==> config.mk <==
export PLATFORM = sky130hd
export DESIGN_NAME = size_sorted_free_list_flat
export DESIGN_NICKNAME = d
export VERILOG_FILES = /design/src/rtl/ssfl_pkg.sv /design/src/rtl/ssfl_if.sv /design/src/rtl/size_sorted_free_list.sv /design/src/rtl/ssfl_ctrl.sv /design/src/rtl/ssfl_dpath.sv /design/src/flat_wrapper.sv
export SDC_FILE = /design/constraint.sdc
export NUM_CORES = 2
export LEC_CHECK = 0
export BUFFER_PORTS_ARGS = -buffer_cell sky130_fd_sc_hd__buf_2
export CAP_MARGIN = 20
export CELL_PAD_IN_SITES_DETAIL_PLACEMENT = 2
export CELL_PAD_IN_SITES_GLOBAL_PLACEMENT = 2
export CORE_MARGIN = 3
export CORE_UTILIZATION = 39
export DETAILED_ROUTE_END_ITERATION = 7
export PLACE_DENSITY_LB_ADDON = 0.1
export SYNTH_ARGS = -nofsm -noshare
export SYNTH_HDL_FRONTEND = slang
export SYNTH_SLANG_ARGS = --single-unit
==> constraint.sdc <==
create_clock -name i_clk -period 7.8 [get_ports i_clk]
set_input_delay 0 -clock i_clk [delete_from_list [all_inputs] [get_ports i_clk]]
set_output_delay 0 -clock i_clk [all_outputs]
set_load 0.05 [all_outputs]
==> src/rtl/ssfl_pkg.sv <==
// ============================================================================
// ssfl_pkg
// shared codes and command types for the size sorted free list
// ============================================================================
`timescale 1ns / 1ps
`default_nettype none

package ssfl_pkg;

    localparam int unsigned FUNC_W = 2;
    localparam int unsigned STAT_W = 2;
    localparam int unsigned WORD_W = 32;

    localparam logic [FUNC_W-1:0] FN_INSERT = 2'd0;
    localparam logic [FUNC_W-1:0] FN_REMOVE = 2'd1;
    localparam logic [FUNC_W-1:0] FN_FIND   = 2'd2;

    localparam logic [STAT_W-1:0] ST_OK   = 2'd0;
    localparam logic [STAT_W-1:0] ST_FULL = 2'd1;
    localparam logic [STAT_W-1:0] ST_MISS = 2'd2;

    typedef enum logic [1:0] {
        S_IDLE,
        S_CMP,
        S_UPD
    } t_state;

    typedef struct packed {
        logic load_req;
        logic cmp_en;
        logic commit;
    } t_cmd;

endpackage

`default_nettype wire

==> src/rtl/ssfl_if.sv <==
// ============================================================================
// ssfl_req_if / ssfl_rsp_if
// request and response channels with valid/ready handshake
// ============================================================================
`timescale 1ns / 1ps
`default_nettype none

interface ssfl_req_if;
    logic                           valid;
    logic                           ready;
    logic [ssfl_pkg::FUNC_W-1:0]    func;
    logic [ssfl_pkg::WORD_W-1:0]    block_addr;
    logic [ssfl_pkg::WORD_W-1:0]    block_size;

    modport source (output valid, func, block_addr, block_size, input ready);
    modport sink   (input valid, func, block_addr, block_size, output ready);
endinterface

interface ssfl_rsp_if;
    logic                           valid;
    logic                           ready;
    logic [ssfl_pkg::STAT_W-1:0]    status;
    logic [ssfl_pkg::WORD_W-1:0]    found_addr;
    logic [ssfl_pkg::WORD_W-1:0]    found_size;

    modport source (output valid, status, found_addr, found_size, input ready);
    modport sink   (input valid, status, found_addr, found_size, output ready);
endinterface

`default_nettype wire

==> src/rtl/size_sorted_free_list.sv <==
// ============================================================================
// size_sorted_free_list
// table of free heap blocks kept in ascending size order, best fit lookup
// ============================================================================
// usage
//   i_req carries one operation per transaction: insert a block (address,
//   size), remove a block by address, or find the first block whose size
//   covers the request. o_rsp returns one transaction per request with a
//   status and, on a find hit, the address and size of the fitting block.
//   steps: the request is captured at its edge, then every cell compares
//   against it at once, then the whole row shifts and the result loads.
//   the block works on one request at a time: it takes no new request
//   while the compare or a stalled commit is still pending.
//   a new request is taken in the commit cycle, while the previous response
//   may still sit in the output register.
//   reset empties the table at once; entries hold no data until written.
//   when o_rsp is stalled the response holds and the block stops in its
//   commit state until the response is taken.
// ============================================================================
`timescale 1ns / 1ps
`default_nettype none

module size_sorted_free_list #(
    parameter int unsigned DEPTH = 16
) (
    input  wire         i_clk,
    input  wire         i_rst_n,
    ssfl_req_if.sink    i_req,
    ssfl_rsp_if.source  o_rsp
);

    ssfl_pkg::t_cmd cmd;

    ssfl_ctrl u_ctrl (
        .i_clk       (i_clk),
        .i_rst_n     (i_rst_n),
        .i_in_valid  (i_req.valid),
        .o_in_ready  (i_req.ready),
        .o_out_valid (o_rsp.valid),
        .i_out_ready (o_rsp.ready),
        .o_cmd       (cmd)
    );

    ssfl_dpath #(
        .DEPTH (DEPTH)
    ) u_dpath (
        .i_clk        (i_clk),
        .i_rst_n      (i_rst_n),
        .i_cmd        (cmd),
        .i_func       (i_req.func),
        .i_addr       (i_req.block_addr),
        .i_size       (i_req.block_size),
        .o_status     (o_rsp.status),
        .o_found_addr (o_rsp.found_addr),
        .o_found_size (o_rsp.found_size)
    );

endmodule

`default_nettype wire

==> src/rtl/ssfl_ctrl.sv <==
// ============================================================================
// ssfl_ctrl
// sequencer: request capture, compare, commit and response valid
// ============================================================================
`timescale 1ns / 1ps
`default_nettype none

module ssfl_ctrl (
    input  wire               i_clk,
    input  wire               i_rst_n,
    input  wire               i_in_valid,
    output logic              o_in_ready,
    output logic              o_out_valid,
    input  wire               i_out_ready,
    output ssfl_pkg::t_cmd    o_cmd
);

    ssfl_pkg::t_state r_state, n_state;
    logic             r_out_valid, n_out_valid;
    logic             can_fin;

    always_ff @(posedge i_clk) begin
        if (!i_rst_n) begin
            r_state     <= ssfl_pkg::S_IDLE;
            r_out_valid <= 1'b0;
        end else begin
            r_state     <= n_state;
            r_out_valid <= n_out_valid;
        end
    end

    always_comb begin
        can_fin      = !r_out_valid || i_out_ready;
        n_state      = r_state;
        o_in_ready   = 1'b0;
        o_cmd        = '0;
        unique case (r_state)
            ssfl_pkg::S_IDLE: begin
                o_in_ready = 1'b1;
                if (i_in_valid) begin
                    n_state = ssfl_pkg::S_CMP;
                end
            end
            ssfl_pkg::S_CMP: begin
                o_cmd.cmp_en = 1'b1;
                n_state      = ssfl_pkg::S_UPD;
            end
            ssfl_pkg::S_UPD: begin
                if (can_fin) begin
                    o_cmd.commit = 1'b1;
                    o_in_ready   = 1'b1;
                    n_state      = i_in_valid ? ssfl_pkg::S_CMP : ssfl_pkg::S_IDLE;
                end
            end
            default: n_state = ssfl_pkg::S_IDLE;
        endcase
        o_cmd.load_req = o_in_ready && i_in_valid;
        if (o_cmd.commit) begin
            n_out_valid = 1'b1;
        end else if (i_out_ready) begin
            n_out_valid = 1'b0;
        end else begin
            n_out_valid = r_out_valid;
        end
    end

    assign o_out_valid = r_out_valid;

endmodule

`default_nettype wire

==> src/rtl/ssfl_dpath.sv <==
// ============================================================================
// ssfl_dpath
// row of entry cells with per-cell compare flags, shift and result register
// ============================================================================
`timescale 1ns / 1ps
`default_nettype none

module ssfl_dpath #(
    parameter int unsigned DEPTH = 16
) (
    input  wire                           i_clk,
    input  wire                           i_rst_n,
    input  wire ssfl_pkg::t_cmd           i_cmd,
    input  wire [ssfl_pkg::FUNC_W-1:0]    i_func,
    input  wire [ssfl_pkg::WORD_W-1:0]    i_addr,
    input  wire [ssfl_pkg::WORD_W-1:0]    i_size,
    output logic [ssfl_pkg::STAT_W-1:0]   o_status,
    output logic [ssfl_pkg::WORD_W-1:0]   o_found_addr,
    output logic [ssfl_pkg::WORD_W-1:0]   o_found_size
);

    localparam int unsigned CW = $clog2(DEPTH + 1);
    localparam int unsigned LV = $clog2(DEPTH);

    logic [ssfl_pkg::FUNC_W-1:0] r_func;
    logic [ssfl_pkg::WORD_W-1:0] r_addr;
    logic [ssfl_pkg::WORD_W-1:0] r_size;

    logic [ssfl_pkg::WORD_W-1:0] r_ent_addr [DEPTH];
    logic [ssfl_pkg::WORD_W-1:0] r_ent_size [DEPTH];
    logic [ssfl_pkg::WORD_W-1:0] n_ent_addr [DEPTH];
    logic [ssfl_pkg::WORD_W-1:0] n_ent_size [DEPTH];
    logic [CW-1:0]               r_count, n_count;

    logic [DEPTH-1:0] r_cand, r_match, r_hit;
    logic [DEPTH-1:0] valid_c, cand_c, match_c, hit_c;
    logic [DEPTH-1:0] pre [LV+1];
    logic [DEPTH-1:0] first;

    logic [ssfl_pkg::STAT_W-1:0] r_status, n_status;
    logic [ssfl_pkg::WORD_W-1:0] r_faddr, n_faddr;
    logic [ssfl_pkg::WORD_W-1:0] r_fsize, n_fsize;
    logic [ssfl_pkg::WORD_W-1:0] sel_addr, sel_size;
    logic                        is_full;

    // per-cell compares
    always_comb begin
        for (int i = 0; i < DEPTH; i++) begin
            valid_c[i] = CW'(i) < r_count;
            cand_c[i]  = !valid_c[i] || (r_ent_size[i] >= r_size);
            match_c[i] = valid_c[i] && (r_ent_addr[i] == r_addr);
            hit_c[i]   = valid_c[i] && (r_ent_size[i] >= r_size);
        end
    end

    always_ff @(posedge i_clk) begin
        if (i_cmd.load_req) begin
            r_func <= i_func;
            r_addr <= i_addr;
            r_size <= i_size;
        end
        if (i_cmd.cmp_en) begin
            r_cand  <= cand_c;
            r_match <= match_c;
            r_hit   <= hit_c;
        end
    end

    // prefix or of address matches, log depth
    always_comb begin
        pre[0] = r_match;
        for (int l = 0; l < LV; l++) begin
            for (int i = 0; i < DEPTH; i++) begin
                if (i >= (1 << l)) begin
                    pre[l+1][i] = pre[l][i] | pre[l][i - (1 << l)];
                end else begin
                    pre[l+1][i] = pre[l][i];
                end
            end
        end
    end

    // first covering entry and its fields
    always_comb begin
        sel_addr = '0;
        sel_size = '0;
        for (int i = 0; i < DEPTH; i++) begin
            if (i == 0) begin
                first[i] = r_hit[i];
            end else begin
                first[i] = r_hit[i] && !r_hit[i-1];
            end
            sel_addr = sel_addr | (r_ent_addr[i] & {ssfl_pkg::WORD_W{first[i]}});
            sel_size = sel_size | (r_ent_size[i] & {ssfl_pkg::WORD_W{first[i]}});
        end
    end

    always_comb begin
        is_full  = r_count == CW'(DEPTH);
        n_count  = r_count;
        n_status = ssfl_pkg::ST_MISS;
        n_faddr  = '0;
        n_fsize  = '0;
        for (int i = 0; i < DEPTH; i++) begin
            n_ent_addr[i] = r_ent_addr[i];
            n_ent_size[i] = r_ent_size[i];
        end
        case (r_func)
            ssfl_pkg::FN_INSERT: begin
                if (is_full) begin
                    n_status = ssfl_pkg::ST_FULL;
                end else begin
                    n_status = ssfl_pkg::ST_OK;
                    n_count  = r_count + CW'(1);
                    for (int i = 0; i < DEPTH; i++) begin
                        if (i > 0 && r_cand[(i > 0) ? i-1 : 0]) begin
                            n_ent_addr[i] = r_ent_addr[(i > 0) ? i-1 : 0];
                            n_ent_size[i] = r_ent_size[(i > 0) ? i-1 : 0];
                        end else if (r_cand[i]) begin
                            n_ent_addr[i] = r_addr;
                            n_ent_size[i] = r_size;
                        end
                    end
                end
            end
            ssfl_pkg::FN_REMOVE: begin
                if (pre[LV][DEPTH-1]) begin
                    n_status = ssfl_pkg::ST_OK;
                    n_count  = r_count - CW'(1);
                    for (int i = 0; i < DEPTH - 1; i++) begin
                        if (pre[LV][i]) begin
                            n_ent_addr[i] = r_ent_addr[i+1];
                            n_ent_size[i] = r_ent_size[i+1];
                        end
                    end
                end
            end
            ssfl_pkg::FN_FIND: begin
                if (|r_hit) begin
                    n_status = ssfl_pkg::ST_OK;
                    n_faddr  = sel_addr;
                    n_fsize  = sel_size;
                end
            end
            default: n_status = ssfl_pkg::ST_MISS;
        endcase
    end

    always_ff @(posedge i_clk) begin
        if (!i_rst_n) begin
            r_count <= '0;
        end else if (i_cmd.commit) begin
            r_count <= n_count;
        end
    end

    always_ff @(posedge i_clk) begin
        if (i_cmd.commit) begin
            for (int i = 0; i < DEPTH; i++) begin
                r_ent_addr[i] <= n_ent_addr[i];
                r_ent_size[i] <= n_ent_size[i];
            end
            r_status <= n_status;
            r_faddr  <= n_faddr;
            r_fsize  <= n_fsize;
        end
    end

    assign o_status     = r_status;
    assign o_found_addr = r_faddr;
    assign o_found_size = r_fsize;

endmodule

`default_nettype wire

==> src/flat_wrapper.sv <==
// flat-port wrapper written by rule: the top's interface ports become plain ports
module size_sorted_free_list_flat 
#(
    parameter int unsigned DEPTH = 16
)
  (i_clk, i_rst_n, i_req_valid, i_req_func, i_req_block_addr, i_req_block_size, i_req_ready, o_rsp_valid, o_rsp_status, o_rsp_found_addr, o_rsp_found_size, o_rsp_ready);
  ssfl_req_if i_req_i ();
  ssfl_rsp_if o_rsp_i ();
  input  wire i_clk;
  input  wire i_rst_n;
  input wire logic [$bits(i_req_i.valid)-1:0] i_req_valid;
  input wire logic [$bits(i_req_i.func)-1:0] i_req_func;
  input wire logic [$bits(i_req_i.block_addr)-1:0] i_req_block_addr;
  input wire logic [$bits(i_req_i.block_size)-1:0] i_req_block_size;
  output wire logic [$bits(i_req_i.ready)-1:0] i_req_ready;
  output wire logic [$bits(o_rsp_i.valid)-1:0] o_rsp_valid;
  output wire logic [$bits(o_rsp_i.status)-1:0] o_rsp_status;
  output wire logic [$bits(o_rsp_i.found_addr)-1:0] o_rsp_found_addr;
  output wire logic [$bits(o_rsp_i.found_size)-1:0] o_rsp_found_size;
  input wire logic [$bits(o_rsp_i.ready)-1:0] o_rsp_ready;
  assign i_req_i.valid = i_req_valid;
  assign i_req_i.func = i_req_func;
  assign i_req_i.block_addr = i_req_block_addr;
  assign i_req_i.block_size = i_req_block_size;
  assign i_req_ready = i_req_i.ready;
  assign o_rsp_valid = o_rsp_i.valid;
  assign o_rsp_status = o_rsp_i.status;
  assign o_rsp_found_addr = o_rsp_i.found_addr;
  assign o_rsp_found_size = o_rsp_i.found_size;
  assign o_rsp_i.ready = o_rsp_ready;
  size_sorted_free_list #(.DEPTH(DEPTH)) u_core (.i_clk(i_clk), .i_rst_n(i_rst_n), .i_req(i_req_i), .o_rsp(o_rsp_i));
endmodule
* Word-level counts from Yosys, hierarchy flattened
Memory sizes are Yosys's and may differ from the RTL's. Cells that the tools add are included.
Cells by class: bitwise logic cells 111, reduce and logical (&&, ||, !) cells 105, equal/unequal tests 25, add/sub/neg operators 2, mux-type cells 119, $lt $le $gt $ge 32
Operators by type and width (number):
- two-way mux 32 bit | 94
- case mux 480 bit (2 select lines) | 2
- bitwise AND 32 bit | 32
- two-way mux 512 bit | 2
- two-way mux 480 bit | 2
- bitwise OR 32 bit | 30
- equality test 32 bit | 16
- >= comparator 32 bit | 16
- bitwise OR 1 bit | 49
- logical AND 1 bit | 48
- < comparator 4 x 5 -> 1 bit (first input constant) | 8
- logical NOT 1 bit | 32
- < comparator 3 x 5 -> 1 bit (first input constant) | 4
- logical OR 1 bit | 17
- OR reduction 16 bit | 1
- case mux 2 bit (3 select lines) | 2
- < comparator 1 x 5 -> 1 bit (first input constant) | 2
- < comparator 2 x 5 -> 1 bit (first input constant) | 2
- two-way mux 5 bit | 2
- case mux 5 bit (2 select lines) | 1
- two-way mux 1 bit | 9
- two-way mux 2 bit | 4
- != test 2 bit (second input constant) | 4
- adder 5 x 1 -> 5 bit (second input constant) | 1
- 9 further kinds | 14
Word-level totals: word-level logic and storage cells 408, RAM bits 1024, output and inout port bits 68, register bits 188, memories 2
Memory list:
- u_core.u_dpath.r_ent_addr | words 16, width 32, rd ports 16, clocked after memory_dff 0, wr ports 16, RTL line ssfl_dpath.sv:29 | logic [ssfl_pkg::WORD_W-1:0] r_ent_addr [DEPTH];
- u_core.u_dpath.r_ent_size | words 16, width 32, rd ports 16, clocked after memory_dff 0, wr ports 16, RTL line ssfl_dpath.sv:30 | logic [ssfl_pkg::WORD_W-1:0] r_ent_size [DEPTH];

* Depth between registers and ports, before layout
depth in word-level cells 18, gate-level depth with buffers 9, depth with buffers taken out 8

* Cells and area by module
From an unflattened synthesis, not the netlist that was laid out.
Second synthesis, totals: cells, all modules 7760, area total of the unflattened synthesis 82580.5 um^2
Modules (own cells, without submodules):
- ssfl_dpath | area each 82412.8 um^2, cells an instance 7744, instances 1
- ssfl_ctrl | area each 167.7 um^2, cells an instance 16, instances 1

* Worst setup path before layout
Ideal clock, no wire load.
kind flip-flop to flip-flop, from reg u_core.u_dpath.r_count[1] (netlist name), to mem u_core.u_dpath.r_ent_addr[1][224] in the netlist's numbering, enable pin, period minus slack after synthesis 8.166 ns, arrival 7.522 ns, library setup time 0.644 ns, slack -0.366 ns, data required time 7.156 ns, path buffers 3, cell stages (with the launch flop) 8, cells stage by stage dfxtp_1 -> clkbuf_1 -> inv_1 -> ha_1 -> and3_1 -> buf_2 -> clkbuf_1 -> nor4_1
RTL lines (RTL line):
- end: declaration | ssfl_dpath.sv:29

==> summary.txt <==
average cell area after synthesis: 10.61 um2
Worst Hold Depth: 2
internal reg-to-reg setup slack: 2800 ps
Setup WS post-layout: 2805 ps
crit start category: flop
Overflow after GRT: 0
Post-Synthesis Cells: 7,781
TritonCTS clock tree: done
skew final: 34.21 ps
max-cap viol count: 0
global-route wire length before repair: 626,800 um
starting density of the core: 39.30%
destination of the worst hold path: u_core.u_dpath.r_func[0]
number of synthesized register bits: 1,212
maximum clock frequency: 200.2 MHz
peak fanout along the critical path: 49
yosys warns: 0
die extent in x: 466.0 um
routed wire length per instance: 43.05 um
number of cells in the design after placement: 10,200
most common cell type on the critical path: sky130_fd_sc_hd__buf_4
clock sinks: 1,212
pin count of the biggest net entering global routing: 207
die area: 217,200 um2
Critical Path Max Stage Delay: 750 ps
final instance count without filler cells: 10,630
data required time of the worst path: 8250 ps
result of the run: finished, final reports clean
post-CTS clock slew at the launch and capture registers of the worst setup and hold paths: 60 ps
Detailed Route Iter0 Violations: 10,950
initial antenna violation count: 45
worst slew margin relative to its limit: 14.18%
leakage power: 36.77 nW
capturing point of the worst reg2reg path: u_core.u_dpath.r_ent_addr[0][186]
unrepaired setup endpoints after global routing: false
total via count in the routed design: 74,900
Std-Cell Rows: 168
y dimension of the die: 466.0 um
Hold Crit Class: input pin to flop
Pwr per Cell Area: 188.3 nW/um2
Synth-to-Final Area Change: 11.86%
CTS resizes: 0
startpoint of the worst hold path: i_req_func[0]
most common cell after layout, fill and taps aside: sky130_fd_sc_hd__edfxtp_1
final hold violation count: 0
worst slack at placement: 2910 ps
commonest cells after routing, fill and taps aside: sky130_fd_sc_hd__edfxtp_1, sky130_fd_sc_hd__nand2_1, sky130_fd_sc_hd__o31ai_1
worst setup path class: flop to flop
NumNets Final: 8,273
maximum clock path buffer count: 3
net count after synthesis: 8,366
remaining routing DRC violations: 0
ratio of cells with drive above 1 in the final layout: 8.604%
top flip-flop cell by instance count after synthesis: sky130_fd_sc_hd__edfxtp_1
Peak supply drop: 0.2464 mV
vias in the first global route: 74,700
core outline area: 210,000 um2
worst slew pin tran: 1276 ps
arrival time worst endpoint: 5440 ps
CP Capture Type: flop
Crit Reg-Reg Startpoint: u_core.u_dpath.r_count[1]
core occupancy in the finished layout: 43.96%
count of cell types in the netlist: 69
insertion delay of the later-clocked pin in the worst-skew pair: 840 ps
post-route clock period utilization: 64.04%
crit path cell chain: inv_1, ha_1, nand4bb_4, buf_4, nor2_1, nor3_2, nand2_2, nor3b_2, buf_4, buf_4
total track usage: 40.89%
count of buffers inserted at the top-level ports: 137
Setup violations, final: 0
Worst Reg2Reg Path Length in Cells: 10
setup TNS after final layout: 0 ps
vias per inst: 7.045
number of synthesized flops with an enable pin: 1,204
DRT antenna net count: 0
number of primary I/O pins: 138
proportion of synthesized chip area in sequential cells: 44.00%
weighted congestion reported at the end of routability-driven placement: 1.031
number of buffers added by the clock tree synthesis step: 154
post-layout minimum cycle time: 4995 ps
Mapped Area: 82,530 um2
Post-Route WL: 457,600 um
max-slew violation count: 0
minimum hold slack: 30.18 ps
share of flip-flops with an asynchronous set or reset: 0%
cell type of the slowest stage on the worst timing path: sky130_fd_sc_hd__buf_4
Initial DRT Pass Iterations: 8
post-detailed-placement half-perimeter wirelength: 307,700 um
# H-tree levels: 4
CTS root buffer: sky130_fd_sc_hd__clkbuf_16
## where the power goes
group	switching, mW	internal (mW)	leakage (nW)	total, mW
combinational	1.73	0.742	23.4	2.47
clock	3.18	4.19	2.39	7.37
sequential	0.212	7.34	11.0	7.55
total	5.12	12.3	36.8	17.4
## sequential cells by signal, summed over array words and instances (netlist names)
| register | flops |
|---|---|
| u_core.u_dpath.r_ent_addr | 512 |
| u_core.u_dpath.r_ent_size | 512 |
| u_core.u_dpath.o_found_addr | 32 |
| u_core.u_dpath.o_found_size | 32 |
| u_core.u_dpath.r_addr | 32 |
| u_core.u_dpath.r_size | 32 |
| u_core.u_dpath.r_cand | 16 |
| u_core.u_dpath.r_hit | 16 |
| u_core.u_dpath.r_match | 16 |
| u_core.u_dpath.r_count | 5 |
| u_core.u_ctrl.r_state | 2 |
| u_core.u_dpath.o_status | 2 |
| u_core.u_dpath.r_func | 2 |
| u_core.u_ctrl.o_out_valid | 1 |
## synth_stat cells, types with 4 or more instances
| cell type | count | area (um2) |
|---|---|---|
| sky130_fd_sc_hd__o21bai_1 | 6 | 45.04 |
| sky130_fd_sc_hd__inv_1 | 60 | 225.2 |
| sky130_fd_sc_hd__and2_1 | 6 | 37.54 |
| sky130_fd_sc_hd__a31oi_1 | 88 | 550.5 |
| sky130_fd_sc_hd__buf_2 | 100 | 500.5 |
| sky130_fd_sc_hd__nand3b_1 | 22 | 165.2 |
| sky130_fd_sc_hd__or4_1 | 4 | 30.03 |
| sky130_fd_sc_hd__a2111oi_0 | 13 | 113.9 |
| sky130_fd_sc_hd__nor4_1 | 114 | 713.2 |
| sky130_fd_sc_hd__a21oi_1 | 167 | 835.8 |
| sky130_fd_sc_hd__nand2_1 | 1176 | 4414 |
| sky130_fd_sc_hd__nand3_1 | 102 | 510.5 |
| sky130_fd_sc_hd__and3_1 | 70 | 437.9 |
| sky130_fd_sc_hd__xor2_1 | 325 | 2846 |
| sky130_fd_sc_hd__nand2b_1 | 19 | 118.9 |
| sky130_fd_sc_hd__o21a_1 | 4 | 30.03 |
| sky130_fd_sc_hd__a221o_1 | 5 | 50.05 |
| sky130_fd_sc_hd__o31ai_1 | 921 | 6914 |
| sky130_fd_sc_hd__edfxtp_1 | 1204 | 36150 |
| sky130_fd_sc_hd__mux2i_1 | 882 | 8828 |
| sky130_fd_sc_hd__a211o_1 | 10 | 87.58 |
| sky130_fd_sc_hd__a21boi_0 | 5 | 37.54 |
| sky130_fd_sc_hd__nor3_1 | 32 | 160.2 |
| sky130_fd_sc_hd__xnor2_1 | 188 | 1647 |
| sky130_fd_sc_hd__or3_1 | 6 | 37.54 |
| sky130_fd_sc_hd__o21ai_0 | 154 | 770.7 |
| sky130_fd_sc_hd__and4_1 | 13 | 113.9 |
| sky130_fd_sc_hd__a21o_1 | 61 | 457.9 |
| sky130_fd_sc_hd__a211oi_1 | 34 | 255.2 |
| sky130_fd_sc_hd__dfxtp_1 | 8 | 160.2 |
| sky130_fd_sc_hd__nor2b_1 | 33 | 206.5 |
| sky130_fd_sc_hd__a22oi_1 | 131 | 983.4 |
| sky130_fd_sc_hd__ha_1 | 515 | 6444 |
| sky130_fd_sc_hd__buf_6 | 4 | 45.04 |
| sky130_fd_sc_hd__nor2_1 | 95 | 356.6 |
| sky130_fd_sc_hd__buf_1 | 90 | 337.8 |
| sky130_fd_sc_hd__o211ai_1 | 8 | 60.06 |
| sky130_fd_sc_hd__nand4_1 | 122 | 763.2 |
| sky130_fd_sc_hd__clkbuf_1 | 538 | 2019 |
| sky130_fd_sc_hd__mux2_2 | 47 | 529.3 |
| sky130_fd_sc_hd__a221oi_1 | 194 | 1699 |
| sky130_fd_sc_hd__a22o_1 | 160 | 1401 |
## worst max-delay path by stage
| stage | from | end | slack, ps | cells after the start |
|---|---|---|---|---|
| 2_1_floorplan | u_core.u_dpath.r_count[1] | u_core.u_dpath.r_ent_addr[0][160] | 830 | 9 |
| 3_3_place_gp | u_core.u_dpath.r_count[1] | u_core.u_dpath.r_ent_addr[0][168] | 3050 | 10 |
| 3_5_place_dp | u_core.u_dpath.r_count[1] | u_core.u_dpath.r_ent_addr[0][164] | 2910 | 10 |
| 4_1_cts | u_core.u_dpath.r_count[1] | u_core.u_dpath.r_ent_addr[0][180] | 2930 | 10 |
| 5_1_grt | u_core.u_dpath.r_count[1] | u_core.u_dpath.r_ent_addr[0][165] | 2710 | 10 |
| 6_report | u_core.u_dpath.r_count[1] | u_core.u_dpath.r_ent_addr[0][186] | 2800 | 10 |
## per-stage QoR
stage / cell area, um2 / power, mW
global placement: 85990 / 9.897
CTS: 92230 / 17.34
finish: 92320 / 17.39
global route: 92280 / 17.78
detailed placement: 86010 / 9.989
floorplan: 82540 / 8.927
## worst max-delay path, delay by kind of cell, from the launching register on
kind / cells / cell delay [ps]
buffers and inverters: 4 / 2100
and+or+nand+nor: 5 / 1490
DFF: 1 / 510
adders and majority gates: 1 / 290
## kinds of logic after synthesis
kind of cell	Yosys count	synth area share, %
AO/OA/AOI/OAI	1987	17.60
AND/OR/NAND/NOR	1829	9.951
flip-flops	1212	44.00
multiplexers	929	11.34
buffers and inverters	793	3.799
XOR/XNOR	516	5.503
adder cells (fa/ha/maj)	515	7.807
## repair_timing
item	CTS	global route
hold buffers	131	0
endpoints found under the hold margin	104	0
buffers inserted	0	0
endpoints found under the setup margin	0	0
## layout make-up
type | count | area (um2)
Fill cell | 21490 | 117700
Tap cell | 2805 | 3510
Multi-Input combinational cell | 5776 | 43440
Clock buffer | 188 | 4066
Clock inverter | 90 | 837.1
Timing Repair Buffer | 484 | 3886
Antenna cell | 16 | 40.04
Sequential cell | 1212 | 36310
Inverter | 60 | 227.7
## layer usage
metal  part of all wire (%)  vias to the layer above  track usage [%]
met1                     42                    39570            56.46
li1                       -                    29910                -
met5                  0.046                        -                0
met3                     10                     1020            9.913
met4                    5.0                       30            18.19
met2                     43                     4372            60.61
(Power assumes the default switching activity.)
